<file path="src/rtl/disk_request_scheduler_core_macros.svh">
// Assertion helpers used by the scheduler front end.
// Each macro expects signals named clk and rst in the calling module.
`ifndef DISK_REQUEST_SCHEDULER_CORE_MACROS_SVH
`define DISK_REQUEST_SCHEDULER_CORE_MACROS_SVH

// Same-cycle implication, disabled while in reset.
`define DRSC_ASSERT_IMPL(label, cond, conseq, msg) \
  label: assert property (@(posedge clk) disable iff (rst) (cond) |-> (conseq)) \
    else $error(msg);

// Next-cycle implication, disabled while in reset.
`define DRSC_ASSERT_NEXT(label, cond, conseq, msg) \
  label: assert property (@(posedge clk) disable iff (rst) (cond) |=> (conseq)) \
    else $error(msg);

`endif

</file>
<file path="src/rtl/drsc_pkg.sv">
package drsc_pkg;

  localparam int QUEUE_DEPTH_DEF   = 32;
  localparam int CYLINDER_BITS_DEF = 10;

  // Fixed field widths of the streams and registers
  localparam int CYL_FIELD_W  = 10;
  localparam int DIST_W       = 10;
  localparam int TOTAL_W      = 16;
  localparam int MODE_W       = 2;
  localparam int CCOUNT_W     = 11;
  localparam int ADDR_W       = 5;
  localparam int REG_IDX_W    = 3;

  // Stop queue between front and back
  localparam int STOP_FIFO_DEPTH = 4;
  localparam int QPTR_W          = $clog2(STOP_FIFO_DEPTH);
  localparam int QLVL_W          = $clog2(STOP_FIFO_DEPTH + 1);

  // Policy codes
  localparam logic [MODE_W-1:0] MODE_FCFS  = 2'd0;
  localparam logic [MODE_W-1:0] MODE_SCAN  = 2'd1;
  localparam logic [MODE_W-1:0] MODE_CSCAN = 2'd2;

  // Register indexes
  localparam logic [REG_IDX_W-1:0] REG_HEAD   = 3'd0;
  localparam logic [REG_IDX_W-1:0] REG_MODE   = 3'd1;
  localparam logic [REG_IDX_W-1:0] REG_TOP    = 3'd2;
  localparam logic [REG_IDX_W-1:0] REG_THRESH = 3'd3;
  localparam logic [REG_IDX_W-1:0] REG_CCOUNT = 3'd4;

  // Register reset values
  localparam logic [CYL_FIELD_W-1:0] HEAD_RESET   = 10'd0;
  localparam logic [MODE_W-1:0]      MODE_RESET   = MODE_FCFS;
  localparam logic [CYL_FIELD_W-1:0] TOP_RESET    = 10'd199;
  localparam logic [CYL_FIELD_W-1:0] THRESH_RESET = 10'd100;
  localparam logic [CCOUNT_W-1:0]    CCOUNT_RESET = 11'd200;

  typedef struct packed {
    logic [CYL_FIELD_W-1:0] head_position;
    logic [MODE_W-1:0]      policy_mode;
    logic [CYL_FIELD_W-1:0] top_cylinder;
    logic [CYL_FIELD_W-1:0] direction_threshold;
    logic [CCOUNT_W-1:0]    cylinder_count;
  } cfg_t;

  typedef struct packed {
    logic                   last;
    logic                   endpoint;
    logic [CYL_FIELD_W-1:0] cyl;
  } stop_t;

endpackage

</file>
<file path="src/rtl/drsc_front.sv">
`include "disk_request_scheduler_core_macros.svh"

module drsc_front #(
  parameter int QUEUE_DEPTH   = drsc_pkg::QUEUE_DEPTH_DEF,
  parameter int CYLINDER_BITS = drsc_pkg::CYLINDER_BITS_DEF
) (
  input  logic                             clk,
  input  logic                             rst,
  input  drsc_pkg::cfg_t                   cfg,
  input  logic                             in_valid,
  output logic                             in_ready,
  input  logic [drsc_pkg::CYL_FIELD_W-1:0] cylinder,
  input  logic                             last,
  input  logic [drsc_pkg::QLVL_W-1:0]      q_level,
  output logic                             push_valid,
  output drsc_pkg::stop_t                  push_item
);

  localparam int CYL_W = (CYLINDER_BITS < drsc_pkg::CYL_FIELD_W) ?
                         CYLINDER_BITS : drsc_pkg::CYL_FIELD_W;
  localparam int IDX_W = $clog2(QUEUE_DEPTH);
  localparam int CNT_W = $clog2(QUEUE_DEPTH + 1);
  localparam int QL_W  = drsc_pkg::QLVL_W;
  localparam int QS_W  = QL_W + 1;
  localparam int FW    = drsc_pkg::CYL_FIELD_W;

  localparam logic [2:0] ST_LOAD  = 3'd0;
  localparam logic [2:0] ST_CLASS = 3'd1;
  localparam logic [2:0] ST_START = 3'd2;
  localparam logic [2:0] ST_SEG1  = 3'd3;
  localparam logic [2:0] ST_ENDPT = 3'd4;
  localparam logic [2:0] ST_SEG2  = 3'd5;

  logic [2:0]       state;
  logic [CNT_W-1:0] count;
  logic [CNT_W-1:0] remain;
  logic [CNT_W-1:0] lo;
  logic [CNT_W-1:0] ge;
  logic [IDX_W-1:0] idx;
  logic             down;
  logic             use_arr;

  logic [CYL_W-1:0] sorted  [QUEUE_DEPTH];
  logic [CYL_W-1:0] arrival [QUEUE_DEPTH];
  logic [QUEUE_DEPTH-1:0] gt;

  logic             rd_valid;
  logic             rd_is_ep;
  logic             rd_from_arr;
  logic             rd_last;
  logic [FW-1:0]    rd_ep_val;
  logic [CYL_W-1:0] srt_q;
  logic [CYL_W-1:0] arr_q;

  logic             in_acc;
  logic             store_we;
  logic [CYL_W-1:0] cyl_m;
  logic [CYL_W-1:0] head_m;
  logic             has_ep;
  logic             cscan_up;
  logic             can_issue;
  logic             issue;
  logic             issue_last;
  logic [IDX_W-1:0] rd_addr;
  logic [CYL_W-1:0] rd_word;
  logic [IDX_W-1:0] idx_step;
  logic [CNT_W-1:0] lo_m1;
  logic [CNT_W-1:0] cnt_m1;
  logic [IDX_W-1:0] seg2_idx;
  logic [CNT_W-1:0] seg2_cnt;
  logic             seg2_down;
  logic [FW-1:0]    ep_val;

  assign in_ready = (state == ST_LOAD);
  assign in_acc   = in_valid && in_ready;
  assign cyl_m    = cylinder[CYL_W-1:0];
  assign head_m   = cfg.head_position[CYL_W-1:0];
  assign store_we = in_acc && (count < CNT_W'(QUEUE_DEPTH));

  assign has_ep   = (cfg.policy_mode == drsc_pkg::MODE_SCAN) ||
                    (cfg.policy_mode == drsc_pkg::MODE_CSCAN);
  assign cscan_up = (FW'(head_m) >= cfg.direction_threshold);
  assign ep_val   = ((cfg.policy_mode == drsc_pkg::MODE_CSCAN) && !cscan_up) ?
                    FW'(cfg.top_cylinder[CYL_W-1:0]) : '0;

  assign lo_m1  = lo - CNT_W'(1);
  assign cnt_m1 = count - CNT_W'(1);

  always_comb begin
    if (cfg.policy_mode == drsc_pkg::MODE_SCAN) begin
      seg2_idx  = lo[IDX_W-1:0];
      seg2_cnt  = count - lo;
      seg2_down = 1'b0;
    end else if (cscan_up) begin
      seg2_idx  = '0;
      seg2_cnt  = ge;
      seg2_down = 1'b0;
    end else begin
      seg2_idx  = cnt_m1[IDX_W-1:0];
      seg2_cnt  = count - lo;
      seg2_down = 1'b1;
    end
  end

  // Insertion chain: every entry above the insertion point shifts up by one
  always_comb begin
    for (int i = 0; i < QUEUE_DEPTH; i++) begin
      gt[i] = (CNT_W'(i) < count) && (sorted[i] > cyl_m);
    end
  end

  for (genvar g = 0; g < QUEUE_DEPTH; g++) begin : g_chain
    logic             shift_in;
    logic [CYL_W-1:0] prev_val;
    logic             wr_en;
    if (g == 0) begin : g_first
      assign shift_in = 1'b0;
      assign prev_val = '0;
    end else begin : g_rest
      assign shift_in = gt[g-1];
      assign prev_val = sorted[g-1];
    end
    assign wr_en = store_we && (gt[g] || (CNT_W'(g) == count));
    always_ff @(posedge clk) begin
      if (wr_en) begin
        sorted[g] <= shift_in ? prev_val : cyl_m;
      end
    end
  end

  assign rd_addr  = (state == ST_CLASS) ? remain[IDX_W-1:0] : idx;
  assign rd_word  = sorted[rd_addr];
  assign idx_step = down ? (idx - IDX_W'(1)) : (idx + IDX_W'(1));

  assign can_issue = (QS_W'(q_level) + QS_W'(rd_valid)) < QS_W'(drsc_pkg::STOP_FIFO_DEPTH);
  assign issue = can_issue && (((state == ST_SEG1) && (remain != '0)) ||
                               (state == ST_ENDPT) || (state == ST_SEG2));
  assign issue_last = ((state == ST_SEG1) && (remain == CNT_W'(1)) && !has_ep) ||
                      ((state == ST_ENDPT) && (seg2_cnt == '0)) ||
                      ((state == ST_SEG2) && (remain == CNT_W'(1)));

  always_ff @(posedge clk) begin
    if (rst) begin
      state    <= ST_LOAD;
      count    <= '0;
      rd_valid <= 1'b0;
    end else begin
      rd_valid <= issue;
      unique case (state)
        ST_LOAD: begin
          if (in_acc) begin
            if (store_we) begin
              count <= count + CNT_W'(1);
            end
            if (last) begin
              lo     <= '0;
              ge     <= '0;
              remain <= '0;
              state  <= ST_CLASS;
            end
          end
        end
        ST_CLASS: begin
          if (remain == count) begin
            state <= ST_START;
          end else begin
            if (rd_word <= head_m) begin
              lo <= lo + CNT_W'(1);
            end
            if (rd_word < head_m) begin
              ge <= ge + CNT_W'(1);
            end
            remain <= remain + CNT_W'(1);
          end
        end
        ST_START: begin
          state <= ST_SEG1;
          if ((cfg.policy_mode == drsc_pkg::MODE_SCAN) ||
              ((cfg.policy_mode == drsc_pkg::MODE_CSCAN) && !cscan_up)) begin
            idx     <= lo_m1[IDX_W-1:0];
            remain  <= lo;
            down    <= 1'b1;
            use_arr <= 1'b0;
          end else if (cfg.policy_mode == drsc_pkg::MODE_CSCAN) begin
            idx     <= ge[IDX_W-1:0];
            remain  <= count - ge;
            down    <= 1'b0;
            use_arr <= 1'b0;
          end else begin
            idx     <= '0;
            remain  <= count;
            down    <= 1'b0;
            use_arr <= 1'b1;
          end
        end
        ST_SEG1: begin
          if (remain == '0) begin
            if (has_ep) begin
              state <= ST_ENDPT;
            end else begin
              state <= ST_LOAD;
              count <= '0;
            end
          end else if (can_issue) begin
            idx    <= idx_step;
            remain <= remain - CNT_W'(1);
            if (remain == CNT_W'(1)) begin
              if (has_ep) begin
                state <= ST_ENDPT;
              end else begin
                state <= ST_LOAD;
                count <= '0;
              end
            end
          end
        end
        ST_ENDPT: begin
          if (can_issue) begin
            idx     <= seg2_idx;
            remain  <= seg2_cnt;
            down    <= seg2_down;
            use_arr <= 1'b0;
            if (seg2_cnt == '0) begin
              state <= ST_LOAD;
              count <= '0;
            end else begin
              state <= ST_SEG2;
            end
          end
        end
        ST_SEG2: begin
          if (can_issue) begin
            idx    <= idx_step;
            remain <= remain - CNT_W'(1);
            if (remain == CNT_W'(1)) begin
              state <= ST_LOAD;
              count <= '0;
            end
          end
        end
        default: begin
          state <= ST_LOAD;
        end
      endcase
    end
  end

  // Arrival-order memory: written at the fill count, read while serving FCFS
  always_ff @(posedge clk) begin
    if (store_we) begin
      arrival[count[IDX_W-1:0]] <= cyl_m;
    end
    if (issue) begin
      arr_q <= arrival[idx];
    end
  end

  always_ff @(posedge clk) begin
    if (issue) begin
      srt_q       <= rd_word;
      rd_is_ep    <= (state == ST_ENDPT);
      rd_from_arr <= use_arr;
      rd_last     <= issue_last;
      rd_ep_val   <= ep_val;
    end
  end

  assign push_valid         = rd_valid;
  assign push_item.last     = rd_last;
  assign push_item.endpoint = rd_is_ep;
  assign push_item.cyl      = rd_is_ep ? rd_ep_val : FW'(rd_from_arr ? arr_q : srt_q);

  `DRSC_ASSERT_IMPL(a_push_has_room, push_valid, q_level < QL_W'(drsc_pkg::STOP_FIFO_DEPTH), "stop pushed into a full queue")
  `DRSC_ASSERT_NEXT(a_final_stop_reloads, issue && issue_last, state == ST_LOAD, "final stop did not return to loading")
  `DRSC_ASSERT_IMPL(a_seg2_nonempty, state == ST_SEG2, remain != '0, "second sweep entered with nothing to serve")

endmodule

</file>
<file path="src/rtl/drsc_queue.sv">
module drsc_queue (
  input  logic                        clk,
  input  logic                        rst,
  input  logic                        push,
  input  drsc_pkg::stop_t             push_item,
  input  logic                        pop,
  output logic                        not_empty,
  output drsc_pkg::stop_t             head_item,
  output logic [drsc_pkg::QLVL_W-1:0] level
);

  localparam int PW = drsc_pkg::QPTR_W;
  localparam int LW = drsc_pkg::QLVL_W;

  drsc_pkg::stop_t mem [drsc_pkg::STOP_FIFO_DEPTH];
  logic [PW-1:0]   wr_ptr;
  logic [PW-1:0]   rd_ptr;

  assign not_empty = (level != '0);
  assign head_item = mem[rd_ptr];

  always_ff @(posedge clk) begin
    if (push) begin
      mem[wr_ptr] <= push_item;
    end
  end

  always_ff @(posedge clk) begin
    if (rst) begin
      wr_ptr <= '0;
      rd_ptr <= '0;
      level  <= '0;
    end else begin
      if (push) begin
        wr_ptr <= wr_ptr + PW'(1);
      end
      if (pop) begin
        rd_ptr <= rd_ptr + PW'(1);
      end
      if (push && !pop) begin
        level <= level + LW'(1);
      end else if (pop && !push) begin
        level <= level - LW'(1);
      end
    end
  end

endmodule

</file>
<file path="src/rtl/drsc_back.sv">
module drsc_back #(
  parameter int CYLINDER_BITS = drsc_pkg::CYLINDER_BITS_DEF
) (
  input  logic                             clk,
  input  logic                             rst,
  input  drsc_pkg::cfg_t                   cfg,
  input  logic                             q_valid,
  input  drsc_pkg::stop_t                  q_item,
  output logic                             pop,
  output logic                             out_valid,
  input  logic                             out_ready,
  output logic [drsc_pkg::CYL_FIELD_W-1:0] out_cyl,
  output logic [drsc_pkg::DIST_W-1:0]      out_dist,
  output logic                             out_ep,
  output logic [drsc_pkg::TOTAL_W-1:0]     out_total,
  output logic                             out_last
);

  localparam int CYL_W = (CYLINDER_BITS < drsc_pkg::CYL_FIELD_W) ?
                         CYLINDER_BITS : drsc_pkg::CYL_FIELD_W;
  localparam int FW = drsc_pkg::CYL_FIELD_W;
  localparam int TW = drsc_pkg::TOTAL_W;

  logic          first;
  logic [FW-1:0] prev;
  logic [TW-1:0] sum;

  logic [FW-1:0] base;
  logic [FW-1:0] seek;
  logic [TW-1:0] sum_base;
  logic [TW:0]   sum_wide;
  logic [TW-1:0] sum_new;
  logic [TW-1:0] total;

  assign base     = first ? FW'(cfg.head_position[CYL_W-1:0]) : prev;
  assign seek     = (q_item.cyl >= base) ? (q_item.cyl - base) : (base - q_item.cyl);
  assign sum_base = first ? '0 : sum;
  assign sum_wide = (TW+1)'(sum_base) + (TW+1)'(seek);
  assign sum_new  = sum_wide[TW] ? '1 : sum_wide[TW-1:0];
  assign total    = (cfg.policy_mode == drsc_pkg::MODE_CSCAN) ?
                    TW'(cfg.cylinder_count) : sum_new;

  assign pop = q_valid && (!out_valid || out_ready);

  always_ff @(posedge clk) begin
    if (rst) begin
      out_valid <= 1'b0;
      first     <= 1'b1;
    end else if (pop) begin
      out_valid <= 1'b1;
      first     <= q_item.last;
    end else if (out_ready) begin
      out_valid <= 1'b0;
    end
  end

  always_ff @(posedge clk) begin
    if (pop) begin
      prev      <= q_item.cyl;
      sum       <= sum_new;
      out_cyl   <= q_item.cyl;
      out_dist  <= seek;
      out_ep    <= q_item.endpoint;
      out_total <= q_item.last ? total : '0;
      out_last  <= q_item.last;
    end
  end

endmodule

</file>
<file path="src/rtl/disk_request_scheduler_core.sv">
// Disk request scheduler: FCFS, SCAN and C-SCAN service order for a batch.
// Input stream (s_*): one cylinder request per transaction, tlast closes the
// batch. Requests load one per cycle into a sorted insertion chain and an
// arrival-order memory; requests beyond the store depth are dropped, a
// dropped one with tlast still closes the batch.
// Output stream (m_*): one transaction per stop with cylinder, seek distance
// and endpoint flag; tlast and the total seek ride on the final stop.
// After the closing request, a classification scan walks the n stored
// requests, one sorted entry per cycle plus the end check, and a setup
// state follows; each stop then passes the read register, the stop queue
// and the output register. Stops stream at one per cycle while the stop
// queue has room, set by the single read port of the stores.
// s_tready is low from the closing request until the last stop of the batch
// has been read from the stores; the next batch may load while the back end
// still drains earlier stops from the four-entry stop queue.
// A stalled receiver holds the output register; the queue fills and the
// front end pauses issuing until room opens, so nothing is lost.
// Reset (rst, synchronous) clears the fill count and queue and loads register defaults;
// no clearing pass is needed. Registers sit on an APB-style port at byte addresses
// 0, 4, 8, 12 and 16; the user must change them only when idle, not enforced by the block.
module disk_request_scheduler_core #(
  parameter int QUEUE_DEPTH   = drsc_pkg::QUEUE_DEPTH_DEF,
  parameter int CYLINDER_BITS = drsc_pkg::CYLINDER_BITS_DEF
) (
  input  logic                        clk,
  input  logic                        rst,
  // Configuration port
  input  logic                        psel,
  input  logic                        penable,
  input  logic                        pwrite,
  input  logic [drsc_pkg::ADDR_W-1:0] paddr,
  input  logic [31:0]                 pwdata,
  output logic [31:0]                 prdata,
  output logic                        pready,
  // Request stream
  input  logic                        s_tvalid,
  output logic                        s_tready,
  input  logic [15:0]                 s_tdata,  // [9:0] cylinder
  input  logic                        s_tlast,
  // Stop stream
  output logic                        m_tvalid,
  input  logic                        m_tready,
  output logic [39:0]                 m_tdata,  // [9:0] cylinder_res, [19:10] seek_distance,
                                                // [35:20] total_seek
  output logic [0:0]                  m_tuser,  // [0] is_endpoint
  output logic                        m_tlast
);

  drsc_pkg::cfg_t  cfg;
  logic            cfg_wr;
  logic [drsc_pkg::REG_IDX_W-1:0] reg_idx;

  logic                        push_valid;
  drsc_pkg::stop_t             push_item;
  logic                        pop;
  logic                        q_valid;
  drsc_pkg::stop_t             q_item;
  logic [drsc_pkg::QLVL_W-1:0] q_level;

  logic [drsc_pkg::CYL_FIELD_W-1:0] out_cyl;
  logic [drsc_pkg::DIST_W-1:0]      out_dist;
  logic [drsc_pkg::TOTAL_W-1:0]     out_total;

  assign pready  = 1'b1;
  assign cfg_wr  = psel && penable && pwrite && pready;
  assign reg_idx = paddr[drsc_pkg::ADDR_W-1:2];

  // Register file: write on the access phase, ignore addresses past the list
  always_ff @(posedge clk) begin
    if (rst) begin
      cfg.head_position       <= drsc_pkg::HEAD_RESET;
      cfg.policy_mode         <= drsc_pkg::MODE_RESET;
      cfg.top_cylinder        <= drsc_pkg::TOP_RESET;
      cfg.direction_threshold <= drsc_pkg::THRESH_RESET;
      cfg.cylinder_count      <= drsc_pkg::CCOUNT_RESET;
    end else if (cfg_wr) begin
      unique case (reg_idx)
        drsc_pkg::REG_HEAD:   cfg.head_position       <= pwdata[drsc_pkg::CYL_FIELD_W-1:0];
        drsc_pkg::REG_MODE:   cfg.policy_mode         <= pwdata[drsc_pkg::MODE_W-1:0];
        drsc_pkg::REG_TOP:    cfg.top_cylinder        <= pwdata[drsc_pkg::CYL_FIELD_W-1:0];
        drsc_pkg::REG_THRESH: cfg.direction_threshold <= pwdata[drsc_pkg::CYL_FIELD_W-1:0];
        drsc_pkg::REG_CCOUNT: cfg.cylinder_count      <= pwdata[drsc_pkg::CCOUNT_W-1:0];
        default: begin
        end
      endcase
    end
  end

  // Read back the addressed register, zero past the list
  always_comb begin
    unique case (reg_idx)
      drsc_pkg::REG_HEAD:   prdata = 32'(cfg.head_position);
      drsc_pkg::REG_MODE:   prdata = 32'(cfg.policy_mode);
      drsc_pkg::REG_TOP:    prdata = 32'(cfg.top_cylinder);
      drsc_pkg::REG_THRESH: prdata = 32'(cfg.direction_threshold);
      drsc_pkg::REG_CCOUNT: prdata = 32'(cfg.cylinder_count);
      default:              prdata = '0;
    endcase
  end

  // Front: load, sort, classify against the head, walk the service order
  drsc_front #(
    .QUEUE_DEPTH   (QUEUE_DEPTH),
    .CYLINDER_BITS (CYLINDER_BITS)
  ) u_front (
    .clk        (clk),
    .rst        (rst),
    .cfg        (cfg),
    .in_valid   (s_tvalid),
    .in_ready   (s_tready),
    .cylinder   (s_tdata[drsc_pkg::CYL_FIELD_W-1:0]),
    .last       (s_tlast),
    .q_level    (q_level),
    .push_valid (push_valid),
    .push_item  (push_item)
  );

  // Short stop queue decouples the walk from the output handshake
  drsc_queue u_queue (
    .clk       (clk),
    .rst       (rst),
    .push      (push_valid),
    .push_item (push_item),
    .pop       (pop),
    .not_empty (q_valid),
    .head_item (q_item),
    .level     (q_level)
  );

  // Back: seek distance, running total, output register
  drsc_back #(
    .CYLINDER_BITS (CYLINDER_BITS)
  ) u_back (
    .clk       (clk),
    .rst       (rst),
    .cfg       (cfg),
    .q_valid   (q_valid),
    .q_item    (q_item),
    .pop       (pop),
    .out_valid (m_tvalid),
    .out_ready (m_tready),
    .out_cyl   (out_cyl),
    .out_dist  (out_dist),
    .out_ep    (m_tuser[0]),
    .out_total (out_total),
    .out_last  (m_tlast)
  );

  assign m_tdata = {4'b0, out_total, out_dist, out_cyl};

endmodule

</file>
<file path="config.mk">
export PLATFORM = sky130hd
export DESIGN_NAME = disk_request_scheduler_core
export DESIGN_NICKNAME = d
export VERILOG_FILES = /design/src/rtl/drsc_pkg.sv /design/src/rtl/drsc_front.sv /design/src/rtl/drsc_queue.sv /design/src/rtl/drsc_back.sv /design/src/rtl/disk_request_scheduler_core.sv
export VERILOG_INCLUDE_DIRS = /design/src /design/src/rtl
export SDC_FILE = /design/constraint.sdc
export NUM_CORES = 2
export LEC_CHECK = 0
export BUFFER_PORTS_ARGS = -buffer_cell sky130_fd_sc_hd__buf_2
export CORE_ASPECT_RATIO = 1.1
export CORE_MARGIN = 4
export CORE_UTILIZATION = 30
export CTS_CLUSTER_DIAMETER = 30
export DETAILED_ROUTE_END_ITERATION = 12
export GPL_TIMING_DRIVEN = 0
export PLACE_DENSITY = 0.51
export SKIP_LAST_GASP = 1
export SYNTH_ARGS = -nofsm -noshare
export SYNTH_HDL_FRONTEND = slang
export SYNTH_SLANG_ARGS = --single-unit
</file>
<file path="constraint.sdc">
create_clock -name clk -period 6.84 [get_ports clk]
set_clock_uncertainty 0.1 [all_clocks]
set_input_delay 0.684 -clock clk [delete_from_list [all_inputs] [get_ports clk]]
set_output_delay 0.684 -clock clk [all_outputs]
set_load 0.01 [all_outputs]
</file>
==> impl_results.md <==
* Wire length per cell at 25.9 um
* Violated checks: capacitance limit, slew limit
* Count leader, synth: edfxtp_1
* Largest net degree at the start of global routing at 59
* Period Utilization, post-route at 95.9%
* Setup ws final at 277 ps
* End of the critical path: u_front.lo[0]
* Finished Cell Area at 60200 um^2
* CTS Buffer Depth at 3
* GRT Util Overall at 19.8%
* CTS buffer count at 219
* Top cell type by total area after synthesis: edfxtp_1
* HP Class: in -> reg
* Max Cap Viol at 2
* Cells along the critical path: clkbuf_1 -> mux2_4 -> clkbuf_1 -> and2_1 -> a211oi_1 -> a311oi_1 -> a21oi_1 -> a211oi_1 -> a21o_1 -> ha_1 -> a21o_1 -> a21o_1 -> a2111oi_1 -> a311oi_1 -> nor3_2
* Final hold slack at 84.1 ps
* # IOs at 138
* Nets at 4797
* Post-Place Cell Area at 52500 um^2
* Critical Path Slowest Stage Cell: a311oi_1
* # Post-CTS Setup Buffers at 0
* CP Capture Type: flop
* Placed Instances at 6231
* Max Slew Vio Count at 16
* Vias in the first global route at 36100
* Final WL at 172000 um
* Hold Vio Cnt, Final at 0
* IO buf count at 80
* Drt drc at 0
* Die height at 432 um
* Critical path type: reg -> reg
* Primary FF master, synth: edfxtp_1
* Total power at 22.2 mW
* CP Max Fanout at 10
* Worst path required time at 7170 ps
* FF+latch area at 25300 um^2
* Initial core utilization at 30.2%
* Layout cells sized above 1 at 21.1%
* Number of synthesized flops with an enable pin at 800
* Die W at 393 um
* Worst hold path startpoint: pwdata[6]
* H-tree levels at 4
* Drt pass-1 iters at 5
* CTS sink cnt at 864
* Final Core Density at 37.1%
* Rel. slew slack at -3.46%
* Sequential area share after synthesis at 51.6%
* Placer Congestion at 0.998
* DRT iter0 DRCs at 3380
* Worst-margin pin slew at 1540 ps
* Worst R2R Start: u_front.idx[1]
* Area Growth Syn to Fin at 22.7%
* RR Endpoint: u_front.lo[0]
* Commonest cells post-synth: 800 x edfxtp_1, 393 x ha_1, 365 x nand2_1
* Type of origin of the critical path: flop
* Area fraction of the dominant cell type after synthesis at 49.0%
* Critical Path AT at 6900 ps
* CP startpoint: u_front.idx[1]
* Unique cell type count in the Yosys netlist at 84
* Minimum clock period at 6560 ps
* Max incr delay on CP at 780 ps
* Leading post-synthesis cells by cell area: edfxtp_1 49%, ha_1 10%, mux2_2 5.9%
* Detail Route Antenna Nets at 0
* Lkg Pwr at 22.2 nW
* Synthesis Warnings at 0
* Reg-to-reg slack, setup at 280 ps
* #FFs+latches synth at 864
* VDD IR max at 0.270 mV
* Reg clk slew, reported paths at 50 ps
* CTS tree: done
* Number of placement rows at 155
* Setup-failing EPs final at 0
* Fillers at 15700
* Worst R2R Path Depth at 15
* Worst-skew pair later-pin latency at 840 ps
* Sum Neg Setup Slack at 0 ps
* Run status: finished, violations left
* Via/cell ratio at 5.37
* RSZ-0062 raised after global routing: false
* Pre-CTS setup slack at -125 ps
* Mapped Cells at 3992
* Syn_area_per_cell at 12.3 um^2
* Die ar. at 170000 um^2
* Final Non-Filler Cells at 6655
* Core Area at 162000 um^2
* Initial antenna violation count at 10
* Footprint of the multi-input gates at 22200 um^2
* Highest clock rate at 0.152 GHz
* PwrDens at 368 nW/um^2
* First-pass GRT wire length at 248000 um
* Clock root buffer: clkbuf_16
* HPWL after DPL at 123000 um
* CP dominant cell by count: a21o_1
* Total number of vias at 35700
* Mapped cell area at 49000 um^2
* GRT overflow at 0
* FFs w/ async S/R, synth at 0%
-- flip-flops by register name (all words and copies together) (netlist names), 5 cells and up, named ones only --
name and cells:
u_queue.mem 48, u_back.prev 10, u_front.arrival 320, u_back.out_dist 10, u_front.remain 6, u_front.sorted 320
u_front.lo 6, u_front.idx 5, u_front.rd_ep_val 10, u_back.sum 16, u_back.out_total 16, u_front.srt_q 10
u_front.ge 6, u_front.count 6, u_front.arr_q 10, cfg 43
-- layout make-up --
class                           instances  area share (%)
Clock inverter                        163            3.20
Clock buffer                          249            9.33
Timing Repair Buffer                  100            1.22
Multi-Input combinational cell       2752            36.8
Sequential cell                       864            42.1
Antenna cell                            9          0.0374
Inverter                              149           0.930
Tap cell                             2119            4.41
Buffer                                250            1.97
-- layer usage --
metal | global-route usage [%] | share of wire [%] | routed length [um]
met3 | 3.90 | 6.6 | 11400
met4 | 8.95 | 4.2 | 7210
met5 | 0 | 0 | 0
met1 | 25.0 | 42 | 71800
met2 | 32.8 | 48 | 81800
-- where the power goes --
| part | switching [mW] | internal (mW) |
|---|---|---|
| Combinational | 3.51 | 1.81 |
| Clock | 3.36 | 6.94 |
| Sequential | 0.190 | 6.33 |
| Total | 7.07 | 15.1 |
-- cell families after synthesis --
group           count (synthesis)  share of synthesized area (%)
simple gates                  970                           9.28
buf+inv                       400                           3.54
xor+xnor                       51                          0.911
compound gates                838                           11.2
fa+ha+maj                     400                           10.3
mux                           467                           13.1
other cells                     2                         0.0153
flops                         864                           51.6
-- critical path: cells and delay by family, from the launching register on --
family	cells	cell delay, ps
adder cells (fa/ha/maj)	1	300
AO/OA/AOI/OAI	9	2940
flip-flops	1	390
AND/OR/NAND/NOR	2	860
multiplexers	1	440
buffers and inverters	2	1130
-- cells in the final DEF, fill, tap and decap left out, drive strengths merged, types with 12 or more instances in the layout --
| cell type | count |
|---|---|
| nand2b | 30 |
| mux2 | 266 |
| a21oi | 204 |
| nand4 | 55 |
| xnor2 | 32 |
| clkinv | 108 |
| mux4 | 112 |
| conb | 26 |
| o21ai | 169 |
| xor2 | 19 |
| nand2 | 365 |
| mux2i | 89 |
| a211oi | 119 |
| nor3 | 50 |
| dfxtp | 64 |
| o22ai | 12 |
| a311oi | 41 |
| nand3 | 58 |
| a31oi | 56 |
| and3 | 34 |
| ha | 393 |
| o211ai | 33 |
| a21o | 78 |
| clkinvlp | 22 |
| bufinv | 28 |
| nor2 | 199 |
| buf | 203 |
| and2 | 90 |
| nor2b | 54 |
| clkbuf | 392 |
| inv | 154 |
| o21a | 34 |
| edfxtp | 800 |
-- what timing repair did --
action	CTS	global route
endpoints found under the setup margin	28	41
hold buffers	4	0
gates resized for setup	5	8
pin swaps	0	0
hold endpoints to repair	4	0
gates cloned	0	0
-- worst min path at each step --
stage | depth (start not counted) | end | slack [ps]
after floorplan | 0 | u_front.rd_from_arr | 300
after global placement | 0 | u_front.rd_from_arr | 340
after detailed placement | 0 | u_front.rd_from_arr | 340
after CTS | 3 | cfg[6] | 5
after global routing | 3 | cfg[3] | 50
final | 3 | cfg[6] | 80
Note: power is estimated with default switching activity, not from simulation.
